[config.mk]
export PLATFORM = sky130hd
export DESIGN_NAME = stepper_trapezoid_ramp_top
export DESIGN_NICKNAME = d
export VERILOG_FILES = /design/src/design/sramp_pkg.sv /design/src/design/stepper_trapezoid_ramp_top.sv
export VERILOG_INCLUDE_DIRS = /design/src /design/src/design
export SDC_FILE = /design/constraint.sdc
export NUM_CORES = 2
export LEC_CHECK = 0
export ABC_AREA = 0
export BUFFER_PORTS_ARGS = -buffer_cell sky130_fd_sc_hd__buf_4
export CAP_MARGIN = 10
export CORE_AREA = 2 2 333 335
export DETAILED_ROUTE_END_ITERATION = 12
export DIE_AREA = 0 0 335 337
export GPL_TIMING_DRIVEN = 0
export PLACE_DENSITY = 0.58
export SLEW_MARGIN = 20
export SYNTH_ARGS = -nofsm -noshare
export SYNTH_HDL_FRONTEND = slang
export SYNTH_SLANG_ARGS = --single-unit
[constraint.sdc]
create_clock -name clk -period 10.36 [get_ports clk]
set_input_delay 2.072 -clock clk [delete_from_list [all_inputs] [get_ports clk]]
set_output_delay 2.072 -clock clk [all_outputs]
set_load 0.02 [all_outputs]
[src/design/stepper_trapezoid_ramp_top_assert.svh]
// Assertion macros for the trapezoid step generator.
// Taken in by the top level; no other dependencies.
`ifndef STEPPER_TRAPEZOID_RAMP_TOP_ASSERT_SVH
`define STEPPER_TRAPEZOID_RAMP_TOP_ASSERT_SVH

// Same-cycle implication, held off during reset.
`define SRAMP_ASSERT_NOW(label, clk, rst_n, ante, cons, msg) \
	label: assert property (@(posedge clk) disable iff (!rst_n) (ante) |-> (cons)) \
		else $error(msg);

// Next-cycle implication, held off during reset.
`define SRAMP_ASSERT_NEXT(label, clk, rst_n, ante, cons, msg) \
	label: assert property (@(posedge clk) disable iff (!rst_n) (ante) |=> (cons)) \
		else $error(msg);

`endif

[src/design/sramp_pkg.sv]
// Shared types and constants for the trapezoid step generator.
// No dependencies.
`default_nettype none

package sramp_pkg;

	localparam int STEP_W = 16;          // step counts and ramp lengths
	localparam int K2_W   = 40;          // ramp_k2 register
	localparam int PROD_W = STEP_W + K2_W; // l * ramp_k2
	localparam int SQ_W   = PROD_W / 2;  // root width
	localparam int REM_W  = SQ_W + 2;    // root remainder
	localparam int CNT_W  = $clog2(SQ_W);
	localparam int IN_W   = 24;          // input tdata, byte padded
	localparam int OUT_W  = 24;          // output tdata, byte padded

	// register indexes
	localparam logic REG_RAMP_K2  = 1'b0;
	localparam logic REG_MAX_RAMP = 1'b1;

	// item kinds on s_tuser
	localparam logic FUNC_START = 1'b0;
	localparam logic FUNC_TICK  = 1'b1;

	// move phases
	localparam logic [1:0] PH_STOP   = 2'd0;
	localparam logic [1:0] PH_ACCEL  = 2'd1;
	localparam logic [1:0] PH_CRUISE = 2'd2;
	localparam logic [1:0] PH_DECEL  = 2'd3;

	localparam logic [STEP_W-1:0] MAX_RAMP_RESET = 16'd50;

	typedef struct packed {
		logic              busy_res;
		logic [STEP_W-1:0] interval_count;
		logic              dir_level;
		logic              step_pulse;
	} out_word_t;

endpackage

`default_nettype wire

[src/design/stepper_trapezoid_ramp_top.sv]
// Trapezoid step generator: top level, with its shared root unit and sequencer.
// Depends on sramp_pkg and stepper_trapezoid_ramp_top_assert.svh.
//
// Use: configure ramp_k2 (index 0) and max_ramp_steps (index 1) through the
// write port while idle. Send words on the s_ channel: tuser 0 starts a move
// (step total and direction in tdata), tuser 1 is a timer tick. Every word
// gives exactly one result word on the m_ channel: step pulse, direction
// level, interval to the next step in timer counts, and whether the move is
// still running.
// Sequence: a start word or a tick while stopped goes straight to the finish
// state; a cruise tick passes the advance state first. A ramp tick makes two
// passes, each a 16 x 40 multiply and 28 root steps (two bits a step through a
// single compare-and-subtract unit), then a difference step, then phase
// update and output load. s_tready is high only while the sequencer is idle, so
// a new word is taken only once the previous one has left the sequencer.
// The result register parts the two sides: a new word is taken while the last
// result still waits; a finished result then holds in the sequencer until the
// receiver takes the previous one.
// Reset: stopped, registers ramp_k2 = 0 and max_ramp_steps = 50, no result.
`default_nettype none
`include "stepper_trapezoid_ramp_top_assert.svh"

module stepper_trapezoid_ramp_top
	import sramp_pkg::*;
#(
	parameter int unsigned COUNT_MAX = 65535
) (
	input  wire logic             clk,
	input  wire logic             arst_n,
	// configuration writes
	input  wire logic             wr_en,
	input  wire logic             wr_index,
	input  wire logic [K2_W-1:0]  wr_data,
	// input words
	input  wire logic             s_tvalid,
	output logic                  s_tready,
	input  wire logic [IN_W-1:0]  s_tdata,   // [15:0] step_total, [16] direction, zero pad
	input  wire logic             s_tuser,   // [0] func
	// result words
	output logic                  m_tvalid,
	input  wire logic             m_tready,
	output logic [OUT_W-1:0]      m_tdata    // [0] step_pulse, [1] dir_level,
	                                          // [17:2] interval_count, [18] busy_res, zero pad
);

	// interval storage follows the saturation limit, never below the port width
	localparam int IW = $clog2(longint'(COUNT_MAX) + 64'd1);
	localparam int LW = (IW > STEP_W) ? IW : STEP_W;

	// sequencer codes
	localparam logic [2:0] ST_IDLE = 3'd0;
	localparam logic [2:0] ST_MUL  = 3'd1;
	localparam logic [2:0] ST_SQRT = 3'd2;
	localparam logic [2:0] ST_DIFF = 3'd3;
	localparam logic [2:0] ST_ADV  = 3'd4;
	localparam logic [2:0] ST_FIN  = 3'd5;

	// configuration
	logic [K2_W-1:0]   ramp_k2_q;
	logic [STEP_W-1:0] max_ramp_q;

	// move state
	logic [1:0]        phase_q;
	logic [STEP_W-1:0] step_index_q;
	logic [STEP_W-1:0] move_total_q;
	logic [STEP_W-1:0] ramp_length_q;
	logic [LW-1:0]     last_interval_q;
	logic              move_dir_q;

	// sequencer and root unit
	logic [2:0]        st_q;
	logic              pulse_q;
	logic              pass_q;
	logic [STEP_W-1:0] l_q;
	logic [SQ_W-1:0]   t_hi_q;
	logic [PROD_W-1:0] sq_val_q;
	logic [REM_W-1:0]  sq_rem_q;
	logic [SQ_W-1:0]   sq_root_q;
	logic [CNT_W-1:0]  sq_cnt_q;

	// result register
	logic              m_tvalid_q;
	out_word_t         out_q;

	// input fields
	logic [STEP_W-1:0] in_total;
	logic              in_dir;
	logic              s_accept;
	assign in_total = s_tdata[STEP_W-1:0];
	assign in_dir   = s_tdata[STEP_W];
	assign s_accept = s_tvalid && s_tready;
	assign s_tready = (st_q == ST_IDLE);

	// a finished word moves into the result register once that register is free
	logic fin_load;
	assign fin_load = (st_q == ST_FIN) && (!m_tvalid_q || m_tready);

	// start: ramp is the smaller of half the total and the configured maximum
	logic [STEP_W-1:0] half_total;
	logic [STEP_W-1:0] ramp_c;
	assign half_total = in_total >> 1;
	assign ramp_c     = (half_total < max_ramp_q) ? half_total : max_ramp_q;

	// multiply l or l-1 by ramp_k2; registered before the root steps
	logic [STEP_W-1:0] mul_l;
	logic [PROD_W-1:0] prod_c;
	assign mul_l  = pass_q ? (l_q - STEP_W'(1)) : l_q;
	assign prod_c = PROD_W'(mul_l) * PROD_W'(ramp_k2_q);

	// one restoring root step: two radicand bits in, one root bit out
	logic [REM_W+1:0] rem_sh;
	logic [REM_W+1:0] trial;
	logic             sq_ge;
	logic [REM_W+1:0] rem_sub;
	logic [SQ_W-1:0]  root_n;
	assign rem_sh  = {sq_rem_q, sq_val_q[PROD_W-1 -: 2]};
	assign trial   = (REM_W+2)'({sq_root_q, 2'b01});
	assign sq_ge   = (rem_sh >= trial);
	assign rem_sub = rem_sh - trial;
	assign root_n  = {sq_root_q[SQ_W-2:0], sq_ge};

	// gap and saturation
	logic [SQ_W-1:0] gap_c;
	logic            gap_sat;
	assign gap_c   = t_hi_q - sq_root_q;
	assign gap_sat = (33'(gap_c) > 33'(COUNT_MAX));

	// phase after this step
	logic [STEP_W-1:0] idx_n;
	logic [1:0]        phase_n;
	assign idx_n = step_index_q + STEP_W'(1);
	always_comb begin
		if (idx_n < ramp_length_q) begin
			phase_n = PH_ACCEL;
		end else if (idx_n < (move_total_q - ramp_length_q)) begin
			phase_n = PH_CRUISE;
		end else if (idx_n < move_total_q) begin
			phase_n = PH_DECEL;
		end else begin
			phase_n = PH_STOP;
		end
	end

	// configuration writes
	always_ff @(posedge clk or negedge arst_n) begin
		if (!arst_n) begin
			ramp_k2_q  <= '0;
			max_ramp_q <= MAX_RAMP_RESET;
		end else if (wr_en) begin
			case (wr_index)
				REG_RAMP_K2:  ramp_k2_q  <= wr_data;
				REG_MAX_RAMP: max_ramp_q <= wr_data[STEP_W-1:0];
				default:      ;
			endcase
		end
	end

	// sequencer, move state and result register
	always_ff @(posedge clk or negedge arst_n) begin
		if (!arst_n) begin
			st_q            <= ST_IDLE;
			phase_q         <= PH_STOP;
			step_index_q    <= '0;
			move_total_q    <= '0;
			ramp_length_q   <= '0;
			last_interval_q <= '0;
			move_dir_q      <= 1'b0;
			pulse_q         <= 1'b0;
			pass_q          <= 1'b0;
			m_tvalid_q      <= 1'b0;
		end else begin
			// load a finished word, or drop the result once taken
			if (fin_load) begin
				m_tvalid_q <= 1'b1;
			end else if (m_tready) begin
				m_tvalid_q <= 1'b0;
			end
			case (st_q)
				ST_IDLE: begin
					if (s_accept) begin
						if (s_tuser == FUNC_START) begin
							move_dir_q    <= in_dir;
							move_total_q  <= in_total;
							ramp_length_q <= ramp_c;
							step_index_q  <= '0;
							phase_q       <= (in_total == '0) ? PH_STOP : PH_ACCEL;
							pulse_q       <= 1'b0;
							st_q          <= ST_FIN;
						end else if (phase_q == PH_STOP) begin
							pulse_q <= 1'b0;
							st_q    <= ST_FIN;
						end else begin
							pulse_q <= 1'b1;
							pass_q  <= 1'b0;
							// ramp index: next step up, or steps left counting this one
							l_q     <= (phase_q == PH_DECEL) ? (move_total_q - step_index_q)
							                                  : idx_n;
							st_q    <= (phase_q == PH_CRUISE) ? ST_ADV : ST_MUL;
						end
					end
				end
				ST_MUL: begin
					st_q <= ST_SQRT;
				end
				ST_SQRT: begin
					if (sq_cnt_q == '0) begin
						if (!pass_q) begin
							pass_q <= 1'b1;
							st_q   <= ST_MUL;
						end else begin
							st_q <= ST_DIFF;
						end
					end
				end
				ST_DIFF: begin
					last_interval_q <= gap_sat ? LW'(COUNT_MAX) : LW'(gap_c);
					st_q            <= ST_ADV;
				end
				ST_ADV: begin
					step_index_q <= idx_n;
					phase_q      <= phase_n;
					st_q         <= ST_FIN;
				end
				ST_FIN: begin
					// hold until the result register is free
					if (fin_load) begin
						st_q <= ST_IDLE;
					end
				end
				default: begin
					st_q <= ST_IDLE;
				end
			endcase
		end
	end

	// root unit datapath
	always_ff @(posedge clk) begin
		case (st_q)
			ST_MUL: begin
				sq_val_q  <= prod_c;
				sq_rem_q  <= '0;
				sq_root_q <= '0;
				sq_cnt_q  <= CNT_W'(SQ_W - 1);
			end
			ST_SQRT: begin
				sq_val_q  <= {sq_val_q[PROD_W-3:0], 2'b00};
				sq_rem_q  <= sq_ge ? rem_sub[REM_W-1:0] : rem_sh[REM_W-1:0];
				sq_root_q <= root_n;
				sq_cnt_q  <= sq_cnt_q - CNT_W'(1);
				if (sq_cnt_q == '0 && !pass_q) begin
					t_hi_q <= root_n;
				end
			end
			default: ;
		endcase
	end

	// result payload
	always_ff @(posedge clk) begin
		if (fin_load) begin
			out_q.step_pulse     <= pulse_q;
			out_q.dir_level      <= move_dir_q;
			out_q.interval_count <= pulse_q ? last_interval_q[STEP_W-1:0] : '0;
			out_q.busy_res       <= (phase_q != PH_STOP);
		end
	end

	assign m_tvalid = m_tvalid_q;
	assign m_tdata  = OUT_W'(out_q);

	// checks
	`SRAMP_ASSERT_NEXT(a_leave_idle, clk, arst_n, s_accept, st_q != ST_IDLE,
		"sequencer stayed idle after taking a word")
	`SRAMP_ASSERT_NOW(a_decel_in_move, clk, arst_n, phase_q == PH_DECEL,
		step_index_q < move_total_q, "deceleration past the end of the move")
	`SRAMP_ASSERT_NOW(a_ramp_fits, clk, arst_n, 1'b1,
		ramp_length_q <= (move_total_q >> 1), "ramp longer than half the move")

endmodule

`default_nettype wire
Word level (Yosys, flattened, before mapping). Cells that the tools add are included.

Latch bits: 0. Bits of input ports: 71. Memory bits (writable): 0. Logic and storage cells: 112. Memories: 0. Register bits: 311. Memory bits (read-only): 0. Output and inout port bits: 26.

Multipliers: 1. Multiplexer cells: 36. Add/subtract/negate cells: 7. $lt $le $gt $ge: 6. Eq/ne operators: 13. Bitwise logic cells: 3. Shift-type cells: 0. Reductions and logical operators: 24. Div/mod/pow operators: 0.

Operators with widths (number): 56-bit case mux with 2 select lines (1); 16-bit 2-to-1 mux (6); 30-bit case mux with 2 select lines (1); 16-bit by 40-bit multiplier with 56-bit output (1); 28-bit case mux with 2 select lines (1); 16-bit less-than comparator (3); 32-bit by 30-bit >= comparator with 1-bit output (1); 16-bit case mux with 2 select lines (1); 16-bit subtractor (2); 30-bit 2-to-1 mux (1); 30-bit subtractor (1); 28-bit by 16-bit > comparator with 1-bit output (second input constant) (1); 28-bit subtractor (1); 3-bit 2-to-1 mux (6); 3-bit case mux with 6 select lines (1); 16-bit by 1-bit adder with 16-bit output (second input constant) (1); 16-bit zero test (1); 15-bit by 16-bit less-than comparator with 1-bit output (1); 16-bit by 1-bit subtractor with 16-bit output (second input constant) (1); 2-bit 2-to-1 mux (6); 5-bit case mux with 2 select lines (1); 5-bit AND reduction (2); 2-bit nonzero test (5); 1-bit 2-to-1 mux (9); 18 further kinds (35).

Longest topological paths before layout.
Depth after elaboration: 6. Mapped depth: 32. Mapped depth without buffers: 29.

Worst setup path after synthesis. Ideal clock, no wire load.

Path type: register -> register. Start: reg l_q[5]. End: reg sq_val_q[52], data pin. Path slack: 2.027 ns. Arrival: 8.062 ns. Path buffers: 2. Stages on the path, launching flop included: 28. Data required time: 10.090 ns. Setup time: 0.270 ns. Period minus slack after synthesis: 8.333 ns. Cell sequence: edfxtp_1 > or4_1 > nor4_1 > nand2b_1 > or4b_1 > xnor2_1 > clkbuf_1 > and2_1 > fa_1 > fa_1 > fa_1 > fa_1 > fa_1 > inv_1 > fa_1 > inv_1 > ha_1 > buf_2 > a21o_1 > a311o_1 > or2_2 > a31oi_2 > a2111oi_0 > o21ai_1 > nand3_1 > a311oi_1 > xor2_1 > a21oi_1.

Cells in the longest elaborated chain, start to end: 4.

Ends and longest elaborated chain: from (decl) (line stepper_trapezoid_ramp_top.sv:74) `logic [STEP_W-1:0] l_q;`; from (signal assigned) (line stepper_trapezoid_ramp_top.sv:196) `l_q <= (phase_q == PH_DECEL) ? (move_total_q - step_index_q)`; 16-bit by 1-bit subtractor with 16-bit output (line stepper_trapezoid_ramp_top.sv:107) `assign mul_l = pass_q ? (l_q - STEP_W'(1)) : l_q;`; 16-bit 2-to-1 mux * (line stepper_trapezoid_ramp_top.sv:107); 16-bit by 40-bit multiplier with 56-bit output * (line stepper_trapezoid_ramp_top.sv:108) `assign prod_c = PROD_W'(mul_l) * PROD_W'(ramp_k2_q);`; 56-bit case mux with 2 select lines * (line stepper_trapezoid_ramp_top.sv:239) `case (st_q)`; to (signal assigned) (line stepper_trapezoid_ramp_top.sv:241) `sq_val_q <= prod_c;`; to (signal assigned) (line stepper_trapezoid_ramp_top.sv:247) `sq_val_q <= {sq_val_q[PROD_W-3:0], 2'b00};`; to (decl) (line stepper_trapezoid_ramp_top.sv:76) `logic [PROD_W-1:0] sq_val_q;`.

Every way passes the cells marked *; elsewhere a longest branch is shown, timed or not. A chain may end at the register's enable or synchronous reset.

Worst setup path after layout.
Start: reg pass_q. End: reg sq_val_q[54], data pin.

Cells in the longest elaborated chain, start to end: 3.

Ends and longest elaborated chain: from (decl) (line stepper_trapezoid_ramp_top.sv:73) `logic pass_q;`; from (signal assigned) (line stepper_trapezoid_ramp_top.sv:169) `pass_q <= 1'b0;`; from (signal assigned) (line stepper_trapezoid_ramp_top.sv:194) `pass_q <= 1'b0;`; from (signal assigned) (line stepper_trapezoid_ramp_top.sv:208) `pass_q <= 1'b1;`; 16-bit 2-to-1 mux (line stepper_trapezoid_ramp_top.sv:107); 16-bit by 40-bit multiplier with 56-bit output (line stepper_trapezoid_ramp_top.sv:108); 56-bit case mux with 2 select lines (line stepper_trapezoid_ramp_top.sv:239).

Every way passes these cells.

==> flow_summary.yaml <==
clock_network:
  numCtsBuffers: 38
  cts_setup_buffers: 0
  post_cts_resized: 0
  clockBufferDepth: 3
  cts_tree: "yes"
  ctsHoldBuffers: 0
  path_clk_slew_ns: 0.06
  cts_sinks: 311
  insertion_delay_ns: 0.60
  ctsHtreeMaxLevel: 2
  cts_root_buf: "clkbuf_16"
timing:
  grt_setup_unrepaired: "no"
  setup-tns-final_ns: 0
  fmax_mhz: 102
  setup_viol: 0
  period_minus_slack_ns: 9.79
  finClkSkew_ns: 0.0390
  period_share_pct: 94.5
  tightest_slew_ns: 1.09
  hold_viol: 0
  final_max_slew_viol_count: 0
  maxSlewHeadroom_pct: 26.8
min_path:
  hold_start: "sq_root_q[20]$_SDFFCE_PN0P_"
  hold_depth: 0
  hp-class: "flip-flop to flip-flop"
logic_synthesis:
  synth_edf_count: 182
  yosysWarnings: 0
  synthArstFlopShare_pct: 41.5
  synthTopCellsByArea: "fa_1, edfxtp_1, ha_1"
  synth_top_cell_by_area: "fa_1"
  synth_cell_types: 83
  syn_area_per_cell_um2: 9.32
  ys_ff_latch: 311
  synthCells: 4079
  syn_area_um2: 38000
  yosysSeqAreaShare_pct: 22.9
  synth_ff_type: "edfxtp_1"
  synth_top_area_share_pct: 28.1
floorplanning:
  die_w_um: 335
  ios: 97
  start_util_pct: 34.7
  core-area_um2: 110000
  dieArea_um2: 113000
  rows: 122
  die_h_um: 337
route:
  ant_nets: 0
  drt-vias-per-instance: 5.03
  drtIter0Drc: 2068
  drtPass1Iterations: 5
  wl_per_cell_um: 18.6
  vias: 28500
  wl_um: 105000
  route.detailed.drc: 0
placed_design:
  dpl.hpwl_um: 85100
  placedInstanceArea_um2: 40700
  gp_congestion: 0.893
  io_buffer_count: 84
worst_setup_path:
  startpoint: "pass_q$_DFFE_PN0P_"
  slowest_stage: "xnor2_1"
  startpoint_type: "flip-flop"
  path_max_fanout: 10
  r2r_start: "pass_q$_DFFE_PN0P_"
  crit_type: "flip-flop to flip-flop"
  worstSetupEndpointType: "flip-flop"
  critPathMostFrequentCell: "fa_1"
  cpPeakStageDelay_ns: 0.79
  required_ns: 10.68
  crit_arrival_ns: 10.11
  rr_worst_depth: 28
run:
  max_cap_violations: 0
final_layout:
  drive_above_1_share_pct: 6.43
  multiInputGateArea_um2: 26100
  stdcell_area_um2: 42000
  seq_area_um2: 8700
  n_fill_cell: 11100
  finalNetCount: 5100
  utilization_pct: 38.3
  diodes: 0
  syn_to_final_growth_pct: 10.3
global_routing:
  grt_pass1_vias: 29300
  antenna_found_initial: 2
  grt_use_total_pct: 19.0
  grt_max_degree: 80
  grt_pass1_wl_um: 168000
  grt_overflow: 0
status:
  status: "finished, final reports clean"
## sequential cells by signal, indices dropped and copies added (netlist names), 2 cells and up
signal / count
l_q: 16
last_interval_q: 16
m_tdata: 19
max_ramp_q: 16
move_total_q: 16
phase_q: 2
ramp_k2_q: 40
ramp_length_q: 16
sq_cnt_q: 5
sq_rem_q: 30
sq_root_q: 28
sq_val_q: 56
st_q: 3
step_index_q: 16
t_hi_q: 28
## worst max-delay path: cells and delay by family (launching register included)
kind | cells | cell delay, ns
buffers and inverters | 6 | 1.13
adder cells (fa/ha/maj) | 7 | 3.43
AND/OR/NAND/NOR | 6 | 1.92
XOR/XNOR | 2 | 0.89
flip-flops | 1 | 0.31
AO/OA/AOI/OAI | 7 | 1.84
## Yosys cell counts (17+ instances only)
| cell type | number |
|---|---|
| o21ai_0 | 133 |
| nor2_1 | 222 |
| fa_1 | 533 |
| mux2i_1 | 48 |
| edfxtp_1 | 182 |
| xor2_1 | 70 |
| nand2b_1 | 27 |
| mux2_2 | 59 |
| a211oi_1 | 17 |
| nand4_1 | 17 |
| o21a_1 | 17 |
| clkbuf_1 | 154 |
| nor3_1 | 31 |
| ha_1 | 278 |
| and2_1 | 221 |
| and3_1 | 17 |
| dfrtp_1 | 126 |
| a21oi_1 | 191 |
| nor2b_1 | 23 |
| nand3_1 | 48 |
| a21o_1 | 71 |
| inv_1 | 686 |
| nand2_1 | 616 |
| xnor2_1 | 79 |
## path summary, 6_finish.rpt
kind / slack, ns / to
max: 0.57 / sq_val_q[54]$_DFFE_PP_
min: 0.44 / t_hi_q[21]$_DFFE_PP_
max reg2reg: 0.57 / sq_val_q[54]$_DFFE_PP_
min reg2reg: 0.44 / t_hi_q[21]$_DFFE_PP_
max in group asynchronous: 8.18 / max_ramp_q[4]$_DFFE_PN1P_
min in group asynchronous: 1.39 / ramp_length_q[9]$_DFFE_PN0P_
## cell families (layout without fill, tap and decap cells)
kind of cell	Yosys count	in the layout	share of synthesized area [%]
and+or+nand+nor	1276	1276	15.4
adders and majority gates	811	811	37.2
buffers and inverters	857	1020	8.63
muxes	107	107	3.01
DFF	311	311	22.9
AOI/OAI and AO/OA	567	567	9.47
other	1	5	0.00986
xor gates and xnor gates	149	149	3.43
## per-stage QoR
| step | hold slack [ns] | instances | worst slack [ns] |
|---|---|---|---|
| final | 0.441 | 5672 | 0.567 |
| after detailed placement | 0.432 | 5604 | 0.196 |
| after CTS | 0.441 | 5672 | 0.134 |
| after global routing | 0.455 | 5672 | 0.0134 |
| after floorplan | 0.421 | 4083 | 2.03 |
| after global placement | 0.428 | 5593 | 0.180 |
## cell usage in the layout, fill, tap and decap left out, types with 39 or more instances in the layout
master     count
xor2_1        70
a21oi_1      190
xnor2_1       78
clkbuf_1     162
inv_1        686
nand2_1      616
a21o_1        71
and2_1       221
ha_1         278
fa_1         533
nand3_1       48
mux2i_1       48
clkbuf_16     39
o21ai_0      133
nor2_1       221
buf_4         90
mux2_2        59
edfxtp_1     182
dfrtp_1      126
## per-layer routing
metal | vias to the layer above | wire length, um | GRT usage (%)
li1 | 13300 | - | -
met3 | 135 | 6220 | 2.18
met2 | 896 | 48200 | 31.2
met1 | 14200 | 48100 | 26.6
met4 | 2 | 2890 | 5.12
met5 | - | 13 | 0
## area by class of cell
cell class,instances,area share [%]
buffer,171,1.69
clock buffer,54,2.56
clock inverter,14,0.349
inverter,686,6.14
multi-input combinational,2915,62.2
sequential,311,20.7
tap,1426,4.25
timing repair buffer,95,2.08
Power is not shown: default switching activity piles up to over one toggle a cycle in this logic, so the estimate is an artifact.
